### config.mk
export PLATFORM = sky130hd
export DESIGN_NAME = linear_probe_hash_set_unit_flat
export DESIGN_NICKNAME = d
export VERILOG_FILES = /design/src/hw/rtl/hps_pkg.sv /design/src/hw/rtl/hps_if.sv /design/src/hw/rtl/linear_probe_hash_set_unit.sv /design/src/hw/rtl/hps_useq.sv /design/src/hw/rtl/hps_dpath.sv /design/src/flat_wrapper.sv
export SDC_FILE = /design/constraint.sdc
export NUM_CORES = 1
export LEC_CHECK = 0
export ABC_AREA = 0
export BUFFER_PORTS_ARGS = -buffer_cell sky130_fd_sc_hd__buf_4
export CAP_MARGIN = 20
export CORE_MARGIN = 5
export CORE_UTILIZATION = 40
export CTS_CLUSTER_SIZE = 16
export DETAILED_ROUTE_END_ITERATION = 6
export SETUP_SLACK_MARGIN = 0.15
export SLEW_MARGIN = 20
export SYNTH_ARGS = -nofsm -noshare
export SYNTH_HDL_FRONTEND = slang
export SYNTH_SLANG_ARGS = --single-unit
### constraint.sdc
create_clock -name clk_i -period 11.1 [get_ports clk_i]
set_input_delay 0.555 -clock clk_i [delete_from_list [all_inputs] [get_ports clk_i]]
set_output_delay 0.555 -clock clk_i [all_outputs]
set_load 0.005 [all_outputs]
### src/hw/rtl/hps_pkg.sv
// Package for the linear-probing hash set: shared widths, step and jump codes,
// control/status structs and the microcode ROM.
// Depends on nothing; every other file of the block uses it.
package hps_pkg;

  localparam int unsigned KEY_W  = 31;
  localparam int unsigned SLOT_W = 6;
  // Home slot is found one 4-bit key digit per step, most significant first
  localparam int unsigned DIG_W  = 4;
  localparam int unsigned N_DIG  = 8;
  localparam int unsigned SH_W   = DIG_W * N_DIG;
  localparam int unsigned DCNT_W = 3;
  localparam int unsigned N_SUB  = (1 << DIG_W) - 1;

  // Microprogram steps
  typedef enum logic [3:0] {
    S_IDLE,
    S_MOD,
    S_READ,
    S_TEST,
    S_MATCH,
    S_ADV,
    S_FULL,
    S_EMPTY,
    S_HIT,
    S_RESP
  } step_e;

  // Jump conditions
  typedef enum logic [2:0] {
    C_ALWAYS,
    C_NO_REQ,
    C_MOD_MORE,
    C_EMPTY,
    C_MATCH,
    C_MORE,
    C_OUT_BUSY
  } cond_e;

  // Datapath actions of one step
  typedef struct packed {
    logic accept;
    logic mod_step;
    logic adv;
    logic res_full;
    logic res_empty;
    logic res_hit;
    logic out_load;
  } ctrl_t;

  // Datapath flags tested by jumps
  typedef struct packed {
    logic req_valid;
    logic mod_more;
    logic empty;
    logic match;
    logic more;
    logic out_busy;
  } stat_t;

  // One control word: jump condition, taken target, fall-through target, actions
  typedef struct packed {
    cond_e cond;
    step_e tgt;
    step_e nxt;
    ctrl_t act;
  } uword_t;

  localparam ctrl_t NO_ACT = '0;

  // Microcode ROM
  function automatic uword_t ucode(step_e s);
    uword_t w;
    w.cond = C_ALWAYS;
    w.tgt  = S_IDLE;
    w.nxt  = S_IDLE;
    w.act  = NO_ACT;
    unique case (s)
      S_IDLE: begin
        w.cond = C_NO_REQ;  w.tgt = S_IDLE;  w.nxt = S_MOD;
        w.act.accept = 1'b1;
      end
      S_MOD: begin
        w.cond = C_MOD_MORE; w.tgt = S_MOD;  w.nxt = S_READ;
        w.act.mod_step = 1'b1;
      end
      S_READ: begin
        w.cond = C_ALWAYS;  w.tgt = S_TEST;  w.nxt = S_TEST;
      end
      S_TEST: begin
        w.cond = C_EMPTY;   w.tgt = S_EMPTY; w.nxt = S_MATCH;
      end
      S_MATCH: begin
        w.cond = C_MATCH;   w.tgt = S_HIT;   w.nxt = S_ADV;
      end
      S_ADV: begin
        w.cond = C_MORE;    w.tgt = S_READ;  w.nxt = S_FULL;
        w.act.adv = 1'b1;
      end
      S_FULL: begin
        w.cond = C_ALWAYS;  w.tgt = S_RESP;  w.nxt = S_RESP;
        w.act.res_full = 1'b1;
      end
      S_EMPTY: begin
        w.cond = C_ALWAYS;  w.tgt = S_RESP;  w.nxt = S_RESP;
        w.act.res_empty = 1'b1;
      end
      S_HIT: begin
        w.cond = C_ALWAYS;  w.tgt = S_RESP;  w.nxt = S_RESP;
        w.act.res_hit = 1'b1;
      end
      S_RESP: begin
        w.cond = C_OUT_BUSY; w.tgt = S_RESP; w.nxt = S_IDLE;
        w.act.out_load = 1'b1;
      end
      default: begin
        w.cond = C_ALWAYS;  w.tgt = S_IDLE;  w.nxt = S_IDLE;
      end
    endcase
    return w;
  endfunction

endpackage

### src/hw/rtl/hps_if.sv
// Valid/ready channel interfaces for request and result items of the hash set.
// Depends on hps_pkg for the field widths.
interface hps_req_if;
  logic                        valid;
  logic                        ready;
  logic                        req_type;
  logic [hps_pkg::KEY_W-1:0]   key;

  modport source (output valid, output req_type, output key, input ready);
  modport sink   (input valid, input req_type, input key, output ready);
endinterface

interface hps_rsp_if;
  logic                        valid;
  logic                        ready;
  logic                        hit;
  logic                        stored;
  logic                        full_res;
  logic [hps_pkg::SLOT_W-1:0]  slot;

  modport source (output valid, output hit, output stored, output full_res, output slot,
                  input ready);
  modport sink   (input valid, input hit, input stored, input full_res, input slot,
                  output ready);
endinterface

### src/hw/rtl/linear_probe_hash_set_unit.sv
// Linear-probing hash set of 31-bit keys in TABLE_SIZE slots, one valid bit
// per slot.
// Channels: req_i (req_type 0 = insert, 1 = look up; key) and rsp_o (hit,
// stored, full_res, slot), both valid/ready; an item moves when both are high.
// One item is in work at a time. After it is taken, a microcoded sequencer
// folds the key into its home slot (4 key bits per cycle), then probes the
// slots in turn, each through key memory read, empty test, key compare and
// advance. The block takes no new request before the last result is loaded;
// the next request can be taken in the cycle after the result is loaded.
// Reset clears all valid bits at once, so the table is empty with no clearing
// pass. A result waits in the output register while rsp_o.ready is low; the
// sequencer holds in its response step until that register is free, and
// req_i.ready stays low meanwhile except when the sequencer is idle.
// Depends on hps_pkg, hps_if, hps_useq and hps_dpath.
module linear_probe_hash_set_unit #(
  parameter int unsigned TABLE_SIZE = 11
) (
  input  logic     clk_i,
  input  logic     rst_ni,
  hps_req_if.sink  req_i,
  hps_rsp_if.source rsp_o
);

  hps_pkg::ctrl_t ctrl;
  hps_pkg::stat_t stat;
  hps_pkg::step_e step;

  hps_useq u_useq (
    .clk_i  (clk_i),
    .rst_ni (rst_ni),
    .stat_i (stat),
    .ctrl_o (ctrl),
    .step_o (step)
  );

  hps_dpath #(
    .TableSize (TABLE_SIZE)
  ) u_dpath (
    .clk_i       (clk_i),
    .rst_ni      (rst_ni),
    .ctrl_i      (ctrl),
    .stat_o      (stat),
    .in_valid_i  (req_i.valid),
    .req_type_i  (req_i.req_type),
    .key_i       (req_i.key),
    .out_ready_i (rsp_o.ready),
    .out_valid_o (rsp_o.valid),
    .hit_o       (rsp_o.hit),
    .stored_o    (rsp_o.stored),
    .full_res_o  (rsp_o.full_res),
    .slot_o      (rsp_o.slot)
  );

  assign req_i.ready = ctrl.accept;

`ifndef SYNTHESIS
  // An accepted item starts the key fold in the next cycle
  a_accept_to_mod : assert property (@(posedge clk_i) disable iff (!rst_ni)
    req_i.valid && req_i.ready |=> step == hps_pkg::S_MOD)
    else $error("accepted item did not start the home slot fold");

  // A new result appears only after the response step
  a_rsp_from_resp : assert property (@(posedge clk_i) disable iff (!rst_ni)
    $rose(rsp_o.valid) |-> $past(step == hps_pkg::S_RESP))
    else $error("result loaded outside the response step");

  // At most one outcome flag per result
  a_one_outcome : assert property (@(posedge clk_i) disable iff (!rst_ni)
    rsp_o.valid |-> $countones({rsp_o.hit, rsp_o.stored, rsp_o.full_res}) <= 1)
    else $error("more than one outcome flag set");

  // Slot is zero unless the key was found or stored
  a_slot_zero : assert property (@(posedge clk_i) disable iff (!rst_ni)
    rsp_o.valid && !rsp_o.hit && !rsp_o.stored |-> rsp_o.slot == '0)
    else $error("nonzero slot on miss or full");
`endif

endmodule

### src/hw/rtl/hps_useq.sv
// Microcode sequencer: step register, control word fetch from the ROM in
// hps_pkg and conditional jump selection. Depends on hps_pkg.
module hps_useq (
  input  logic                  clk_i,
  input  logic                  rst_ni,
  input  hps_pkg::stat_t        stat_i,
  output hps_pkg::ctrl_t        ctrl_o,
  output hps_pkg::step_e        step_o
);

  hps_pkg::step_e  step_q, step_d;
  hps_pkg::uword_t word;
  logic            taken;

  // Hold the current step
  always_ff @(posedge clk_i or negedge rst_ni) begin
    if (!rst_ni) begin
      step_q <= hps_pkg::S_IDLE;
    end else begin
      step_q <= step_d;
    end
  end

  // Fetch the control word and pick the next step
  always_comb begin
    word = hps_pkg::ucode(step_q);
    unique case (word.cond)
      hps_pkg::C_ALWAYS:   taken = 1'b1;
      hps_pkg::C_NO_REQ:   taken = !stat_i.req_valid;
      hps_pkg::C_MOD_MORE: taken = stat_i.mod_more;
      hps_pkg::C_EMPTY:    taken = stat_i.empty;
      hps_pkg::C_MATCH:    taken = stat_i.match;
      hps_pkg::C_MORE:     taken = stat_i.more;
      hps_pkg::C_OUT_BUSY: taken = stat_i.out_busy;
      default:             taken = 1'b1;
    endcase
    step_d = taken ? word.tgt : word.nxt;
  end

  assign ctrl_o = word.act;
  assign step_o = step_q;

endmodule

### src/hw/rtl/hps_dpath.sv
// Datapath of the hash set: key and digit registers, home-slot remainder unit,
// slot index and probe counters, key memory, valid bits, result and output
// registers. Driven by the control word from hps_useq. Depends on hps_pkg.
module hps_dpath #(
  parameter int unsigned TableSize = 11
) (
  input  logic                          clk_i,
  input  logic                          rst_ni,
  input  hps_pkg::ctrl_t                ctrl_i,
  output hps_pkg::stat_t                stat_o,
  input  logic                          in_valid_i,
  input  logic                          req_type_i,
  input  logic [hps_pkg::KEY_W-1:0]     key_i,
  input  logic                          out_ready_i,
  output logic                          out_valid_o,
  output logic                          hit_o,
  output logic                          stored_o,
  output logic                          full_res_o,
  output logic [hps_pkg::SLOT_W-1:0]    slot_o
);

  localparam int unsigned IW = (TableSize > 1) ? $clog2(TableSize) : 1;
  localparam int unsigned VW = IW + hps_pkg::DIG_W;
  localparam logic [IW-1:0] LAST = IW'(TableSize - 1);

  logic                          ld;
  logic                          out_busy;
  logic                          we;
  logic                          lookup_q;
  logic [hps_pkg::KEY_W-1:0]     key_q;
  logic [hps_pkg::SH_W-1:0]      key_sh_q;
  logic [hps_pkg::DCNT_W-1:0]    dcnt_q;
  logic [IW-1:0]                 idx_q;
  logic [IW-1:0]                 pcnt_q;
  logic [TableSize-1:0]          valid_q;
  logic [hps_pkg::KEY_W-1:0]     key_mem [TableSize];
  logic [hps_pkg::KEY_W-1:0]     rd_q;
  logic [VW-1:0]                 mod_v;
  logic [VW-1:0]                 mod_r;
  logic                          res_hit_q, res_stored_q, res_full_q;
  logic [IW-1:0]                 res_slot_q;
  logic                          out_valid_q;
  logic                          out_hit_q, out_stored_q, out_full_q;
  logic [hps_pkg::SLOT_W-1:0]    out_slot_q;

  assign ld       = ctrl_i.accept & in_valid_i;
  assign out_busy = out_valid_q & !out_ready_i;
  assign we       = ctrl_i.res_empty & !lookup_q;

  // Fold in one key digit: r = (16*r + digit) mod TableSize, r < TableSize
  always_comb begin
    mod_v = {idx_q, key_sh_q[hps_pkg::SH_W-1 -: hps_pkg::DIG_W]};
    mod_r = mod_v;
    for (int k = 1; k <= int'(hps_pkg::N_SUB); k++) begin
      if (mod_v >= VW'(k * TableSize)) begin
        mod_r = mod_v - VW'(k * TableSize);
      end
    end
  end

  // Load the item, then walk digits and probe slots
  always_ff @(posedge clk_i or negedge rst_ni) begin
    if (!rst_ni) begin
      lookup_q <= 1'b0;
      key_q    <= '0;
      key_sh_q <= '0;
      dcnt_q   <= '0;
      idx_q    <= '0;
      pcnt_q   <= '0;
    end else if (ld) begin
      lookup_q <= req_type_i;
      key_q    <= key_i;
      key_sh_q <= {1'b0, key_i};
      dcnt_q   <= '0;
      idx_q    <= '0;
      pcnt_q   <= '0;
    end else if (ctrl_i.mod_step) begin
      key_sh_q <= key_sh_q << hps_pkg::DIG_W;
      dcnt_q   <= dcnt_q + 1'b1;
      idx_q    <= mod_r[IW-1:0];
    end else if (ctrl_i.adv) begin
      idx_q  <= (idx_q == LAST) ? '0 : idx_q + 1'b1;
      pcnt_q <= pcnt_q + 1'b1;
    end
  end

  // Mark a slot occupied when an insert stores into it
  always_ff @(posedge clk_i or negedge rst_ni) begin
    if (!rst_ni) begin
      valid_q <= '0;
    end else if (we) begin
      valid_q[idx_q] <= 1'b1;
    end
  end

  // Key memory: one write port, registered read at the probe index
  always_ff @(posedge clk_i) begin
    if (we) begin
      key_mem[idx_q] <= key_q;
    end
    rd_q <= key_mem[idx_q];
  end

  // Record the outcome of the probe
  always_ff @(posedge clk_i) begin
    if (ctrl_i.res_full) begin
      res_hit_q    <= 1'b0;
      res_stored_q <= 1'b0;
      res_full_q   <= !lookup_q;
      res_slot_q   <= '0;
    end else if (ctrl_i.res_empty) begin
      res_hit_q    <= 1'b0;
      res_stored_q <= !lookup_q;
      res_full_q   <= 1'b0;
      res_slot_q   <= lookup_q ? '0 : idx_q;
    end else if (ctrl_i.res_hit) begin
      res_hit_q    <= 1'b1;
      res_stored_q <= 1'b0;
      res_full_q   <= 1'b0;
      res_slot_q   <= idx_q;
    end
  end

  // Output register: load when free or being drained, drop on take
  always_ff @(posedge clk_i or negedge rst_ni) begin
    if (!rst_ni) begin
      out_valid_q <= 1'b0;
    end else if (ctrl_i.out_load && !out_busy) begin
      out_valid_q <= 1'b1;
    end else if (out_ready_i) begin
      out_valid_q <= 1'b0;
    end
  end

  always_ff @(posedge clk_i) begin
    if (ctrl_i.out_load && !out_busy) begin
      out_hit_q    <= res_hit_q;
      out_stored_q <= res_stored_q;
      out_full_q   <= res_full_q;
      out_slot_q   <= hps_pkg::SLOT_W'(res_slot_q);
    end
  end

  // Flags for the sequencer
  always_comb begin
    stat_o.req_valid = in_valid_i;
    stat_o.mod_more  = dcnt_q != hps_pkg::DCNT_W'(hps_pkg::N_DIG - 1);
    stat_o.empty     = !valid_q[idx_q];
    stat_o.match     = rd_q == key_q;
    stat_o.more      = pcnt_q != LAST;
    stat_o.out_busy  = out_busy;
  end

  assign out_valid_o = out_valid_q;
  assign hit_o       = out_hit_q;
  assign stored_o    = out_stored_q;
  assign full_res_o  = out_full_q;
  assign slot_o      = out_slot_q;

endmodule

### src/flat_wrapper.sv
// flat-port wrapper written by rule: the top's interface ports become plain ports
module linear_probe_hash_set_unit_flat 
#(
  parameter int unsigned TABLE_SIZE = 11
)
  (clk_i, rst_ni, req_i_valid, req_i_req_type, req_i_key, req_i_ready, rsp_o_valid, rsp_o_hit, rsp_o_stored, rsp_o_full_res, rsp_o_slot, rsp_o_ready);
  hps_req_if req_i_i ();
  hps_rsp_if rsp_o_i ();
  input  logic clk_i;
  input  logic rst_ni;
  input wire logic [$bits(req_i_i.valid)-1:0] req_i_valid;
  input wire logic [$bits(req_i_i.req_type)-1:0] req_i_req_type;
  input wire logic [$bits(req_i_i.key)-1:0] req_i_key;
  output wire logic [$bits(req_i_i.ready)-1:0] req_i_ready;
  output wire logic [$bits(rsp_o_i.valid)-1:0] rsp_o_valid;
  output wire logic [$bits(rsp_o_i.hit)-1:0] rsp_o_hit;
  output wire logic [$bits(rsp_o_i.stored)-1:0] rsp_o_stored;
  output wire logic [$bits(rsp_o_i.full_res)-1:0] rsp_o_full_res;
  output wire logic [$bits(rsp_o_i.slot)-1:0] rsp_o_slot;
  input wire logic [$bits(rsp_o_i.ready)-1:0] rsp_o_ready;
  assign req_i_i.valid = req_i_valid;
  assign req_i_i.req_type = req_i_req_type;
  assign req_i_i.key = req_i_key;
  assign req_i_ready = req_i_i.ready;
  assign rsp_o_valid = rsp_o_i.valid;
  assign rsp_o_hit = rsp_o_i.hit;
  assign rsp_o_stored = rsp_o_i.stored;
  assign rsp_o_full_res = rsp_o_i.full_res;
  assign rsp_o_slot = rsp_o_i.slot;
  assign rsp_o_i.ready = rsp_o_ready;
  linear_probe_hash_set_unit #(.TABLE_SIZE(TABLE_SIZE)) u_core (.clk_i(clk_i), .rst_ni(rst_ni), .req_i(req_i_i), .rsp_o(rsp_o_i));
endmodule
==> summary.md <==
| Metric | Value |
|---|---|
| CTS tree | `built` |
| Total grt overflow | `0` |
| Dominant cell type by area after synthesis | `edfxtp_1` |
| RSZ-0062 raised after global routing | `no` |
| Largest net degree at the start of global routing | `66` |
| Synthesized area per cell | `15.1 sq um` |
| Crit path top cell by count | `buf_4` |
| Setup slack after layout | `7.59 ns` |
| Hold_sp | `req_i_req_type` |
| Final slew viol count | `0` |
| Post-Layout Inst Area | `22600 sq um` |
| DR DRC count | `0` |
| Maximum VDD drop | `0.157 mV` |
| Synth warn | `0` |
| Antenna Diode Count | `0` |
| Minimum clock period | `3.51 ns` |
| Die Wd | `232 microns` |
| Total power per unit cell area | `280 nW/um^2` |
| I/O pin count | `47` |
| Die height | `232 microns` |
| CTS hold repair buffers | `1` |
| Critical Path AT | `3.76 ns` |
| Run status | `finished, final reports clean` |
| Worst-Skew Late Latency | `0.59 ns` |
| Number of synthesized flops with an enable pin | `349` |
| Core area | `49000 sq um` |
| Iteration-0 DRC Markers | `824` |
| Setup TNS Final | `0 ns` |
| Post-synthesis register bit count | `477` |
| Mapped Area | `19800 sq um` |
| Period utilization | `31.6%` |
| Post-Syn Instances | `1307` |
| Worst Hold End | `u_core.u_dpath.lookup_q` |
| Achievable clock frequency | `285 MHz` |
| Worst Setup Start Kind | `flip-flop` |
| Most used DFF post-synth | `edfxtp_1` |
| Port Buffers | `44` |
| Pre-antenna DRT Iters | `5` |
| Relative max-transition margin | `27.1%` |
| Synth async-reset ratio | `19.1%` |
| P_leak | `8.10 nW` |
| WL final | `45400 microns` |
| DP Area | `20800 sq um` |
| H-tree Lvls | `2` |
| Resized cells post-CTS | `0` |
| Max cap viols | `0` |
| Area grow syn2layout | `14.1%` |
| WP data required | `11.35 ns` |
| Maximum net fanout on the critical path | `48` |
| Post-synthesis sequential area ratio | `68.3%` |
| Core Rows | `81` |
| CTS Buf Count | `49` |
| Clock transition at path regs | `0.06 ns` |
| Detail Placement HPWL | `27100 microns` |
| Crit path max-delay cell type | `dfrtp_4` |
| Final Wtd Congestion | `0.864` |
| Final setup vio count | `0` |
| WHS Path Cells | `3` |
| Worst-margin pin slew | `1.09 ns` |
| CP Buf/Inv Count | `2` |
| Layout cells sized above 1 | `18.6%` |
| Global-route wire length before repair | `70700 microns` |
| Post-CTS Setup Repair Bufs | `0` |
| Initial antenna violation count | `0` |
| WP depth | `5` |
| Worst Path Class, Setup | `reg -> reg` |
| Top post-synthesis cells by area | `edfxtp_1 (53%), dfrtp_1 (12%), mux4_2 (7.3%), mux2i_1 (4.7%), dfxtp_1 (3.7%)` |
| Worst path max stage delay | `0.84 ns` |
| WL/cell | `22.1 microns` |
| Number of clock sinks | `477` |
| DIE AREA | `54000 sq um` |
| DR vias | `10900` |
| Reg2reg end | `u_core.u_dpath.key_mem[1][29]` |
| Type of the most critical hold path | `in -> reg` |
| Detail Route Antenna Nets | `0` |
| R2R Setup Slk | `7.59 ns` |
| CP Cell Sequence | `buf_4 > nor2b_1 > nand2_1 > nor2_4 > buf_4` |
| Vias per inst | `5.29` |
| Synth top area share | `53.0%` |
| Top Family by Delay on Critical Path | `buffers and inverters` |
| Worst Skew | `0.0261 ns` |
| Clock Path Buffers | `3` |
| Vias in the first global route | `11300` |
| Critical R2R Launch | `u_core.u_dpath.idx_q[0]` |
| Clk Tree Root Cell | `clkbuf_16` |
| Pre-CTS WS | `7.51 ns` |
| NumNets Final | `1405` |
| Final hold slack | `0.180 ns` |
| Initial core utilization | `40.4%` |
| Number of cells on the worst reg-to-reg path | `5` |
| Total GRT Usage | `17.1%` |
| Final hold violations | `0` |
| Post-synth cell types | `81` |
| Crit end category | `flip-flop` |
[kinds of logic (layout without fill, tap and decap cells)]
| family | after synthesis | count (layout) | synth area share, % |
|---|---|---|---|
| flops | 477 | 477 | 68.3 |
| xor+xnor | 39 | 39 | 1.73 |
| simple gates | 306 | 306 | 6.99 |
| other cells | 1 | 2 | 0.0190 |
| buf+inv | 87 | 169 | 2.20 |
| compound gates | 219 | 219 | 7.46 |
| mux | 159 | 159 | 12.1 |
| fa+ha+maj | 19 | 19 | 1.20 |
[layout by cell type (no fill, tap or decap), drive strengths merged, types with 6 or more instances in the layout]
cell    instances
a211oi          6
a21oi          37
buf            65
clkbuf         68
clkinv         15
dfrtp          91
dfxtp          37
edfxtp        349
ha             19
inv            14
mux2i          93
mux4           64
nand2         178
nand2b         10
nand3           9
nand4           8
nor2           51
nor3            7
nor4            9
o211ai         35
o21ai          79
or2            14
xnor2          18
xor2           21
[Yosys cell counts, drive strengths merged, types with 18 or more instances]
master  instances
a21oi          37
nand2         178
mux2i          93
o211ai         35
mux4           64
dfrtp          91
buf            47
dfxtp          37
clkbuf         28
xor2           21
o21ai          79
xnor2          18
nor2           51
edfxtp        349
ha             19
[sequential cells by signal, indices dropped and copies added, names as in the netlist]
| name | cells |
|---|---|
| u_core.u_dpath.key_mem | 341 |
| u_core.u_dpath.key_sh_q | 32 |
| u_core.u_dpath.key_q | 31 |
| u_core.u_dpath.rd_q | 31 |
| u_core.u_dpath.valid_q | 11 |
| u_core.u_dpath.idx_q | 4 |
| u_core.u_dpath.pcnt_q | 4 |
| u_core.u_dpath.res_slot_q | 4 |
| u_core.u_dpath.slot_o | 4 |
| u_core.u_useq.step_o | 4 |
| u_core.u_dpath.dcnt_q | 3 |
| u_core.u_dpath.full_res_o | 1 |
| u_core.u_dpath.hit_o | 1 |
| u_core.u_dpath.lookup_q | 1 |
| u_core.u_dpath.out_valid_o | 1 |
| u_core.u_dpath.res_full_q | 1 |
| u_core.u_dpath.res_hit_q | 1 |
| u_core.u_dpath.res_stored_q | 1 |
| u_core.u_dpath.stored_o | 1 |
[worst min-delay path, delay by kind of cell]
family | cells | cell delay [ns]
buffers and inverters | 1 | 0.09
AND/OR/NAND/NOR | 2 | 0.09
[power breakdown]
part	internal (mW)	leakage (nW)	switching, mW
sequential	2.32	4.64	0.474
clock	1.03	0.842	0.693
combinational	0.782	2.62	1.01
total	4.13	8.10	2.18
[layout make-up]
class	count	area (sq um)
Timing Repair Buffer	66	510
Clock inverter	23	292
Sequential cell	477	13500
Multi-Input combinational cell	744	5930
Clock buffer	68	1430
Fill cell	4290	26400
Inverter	12	45.0
Tap cell	664	831
[per-stage QoR]
step / power (mW) / instances / utilization (%)
floorplan: 4.04 / 1308 / -
global placement: 4.61 / 1961 / 42.5
detailed placement: 4.63 / 1962 / 42.5
CTS: 6.37 / 2054 / 46.1
global route: 6.69 / 2054 / 46.1
finish: 6.31 / 2054 / 46.1
[how the worst max path moves through the flow]
stage / startpoint / to / slack, ns
after floorplan: u_core.u_dpath.idx_q[2] / u_core.u_dpath.key_mem[7][0] / 6.32
after global placement: u_core.u_dpath.idx_q[0] / u_core.u_dpath.key_mem[1][30] / 7.56
after detailed placement: u_core.u_dpath.idx_q[0] / u_core.u_dpath.key_mem[1][28] / 7.51
after CTS: u_core.u_dpath.idx_q[0] / u_core.u_dpath.key_mem[1][29] / 7.52
after global routing: u_core.u_dpath.idx_q[0] / u_core.u_dpath.key_mem[1][30] / 7.30
final: u_core.u_dpath.idx_q[0] / u_core.u_dpath.key_mem[1][29] / 7.59
[layer usage]
metal  GRT usage (%)  wire length [microns]  vias to the layer above
li1                -                      -                     5055
met2            28.0                  22200                      229
met3            3.77                   2320                       54
met4            3.53                    695                        0
met1            23.7                  20200                     5521
met5               0                      0                        -
No activity file was read; power rests on OpenSTA's default activity.
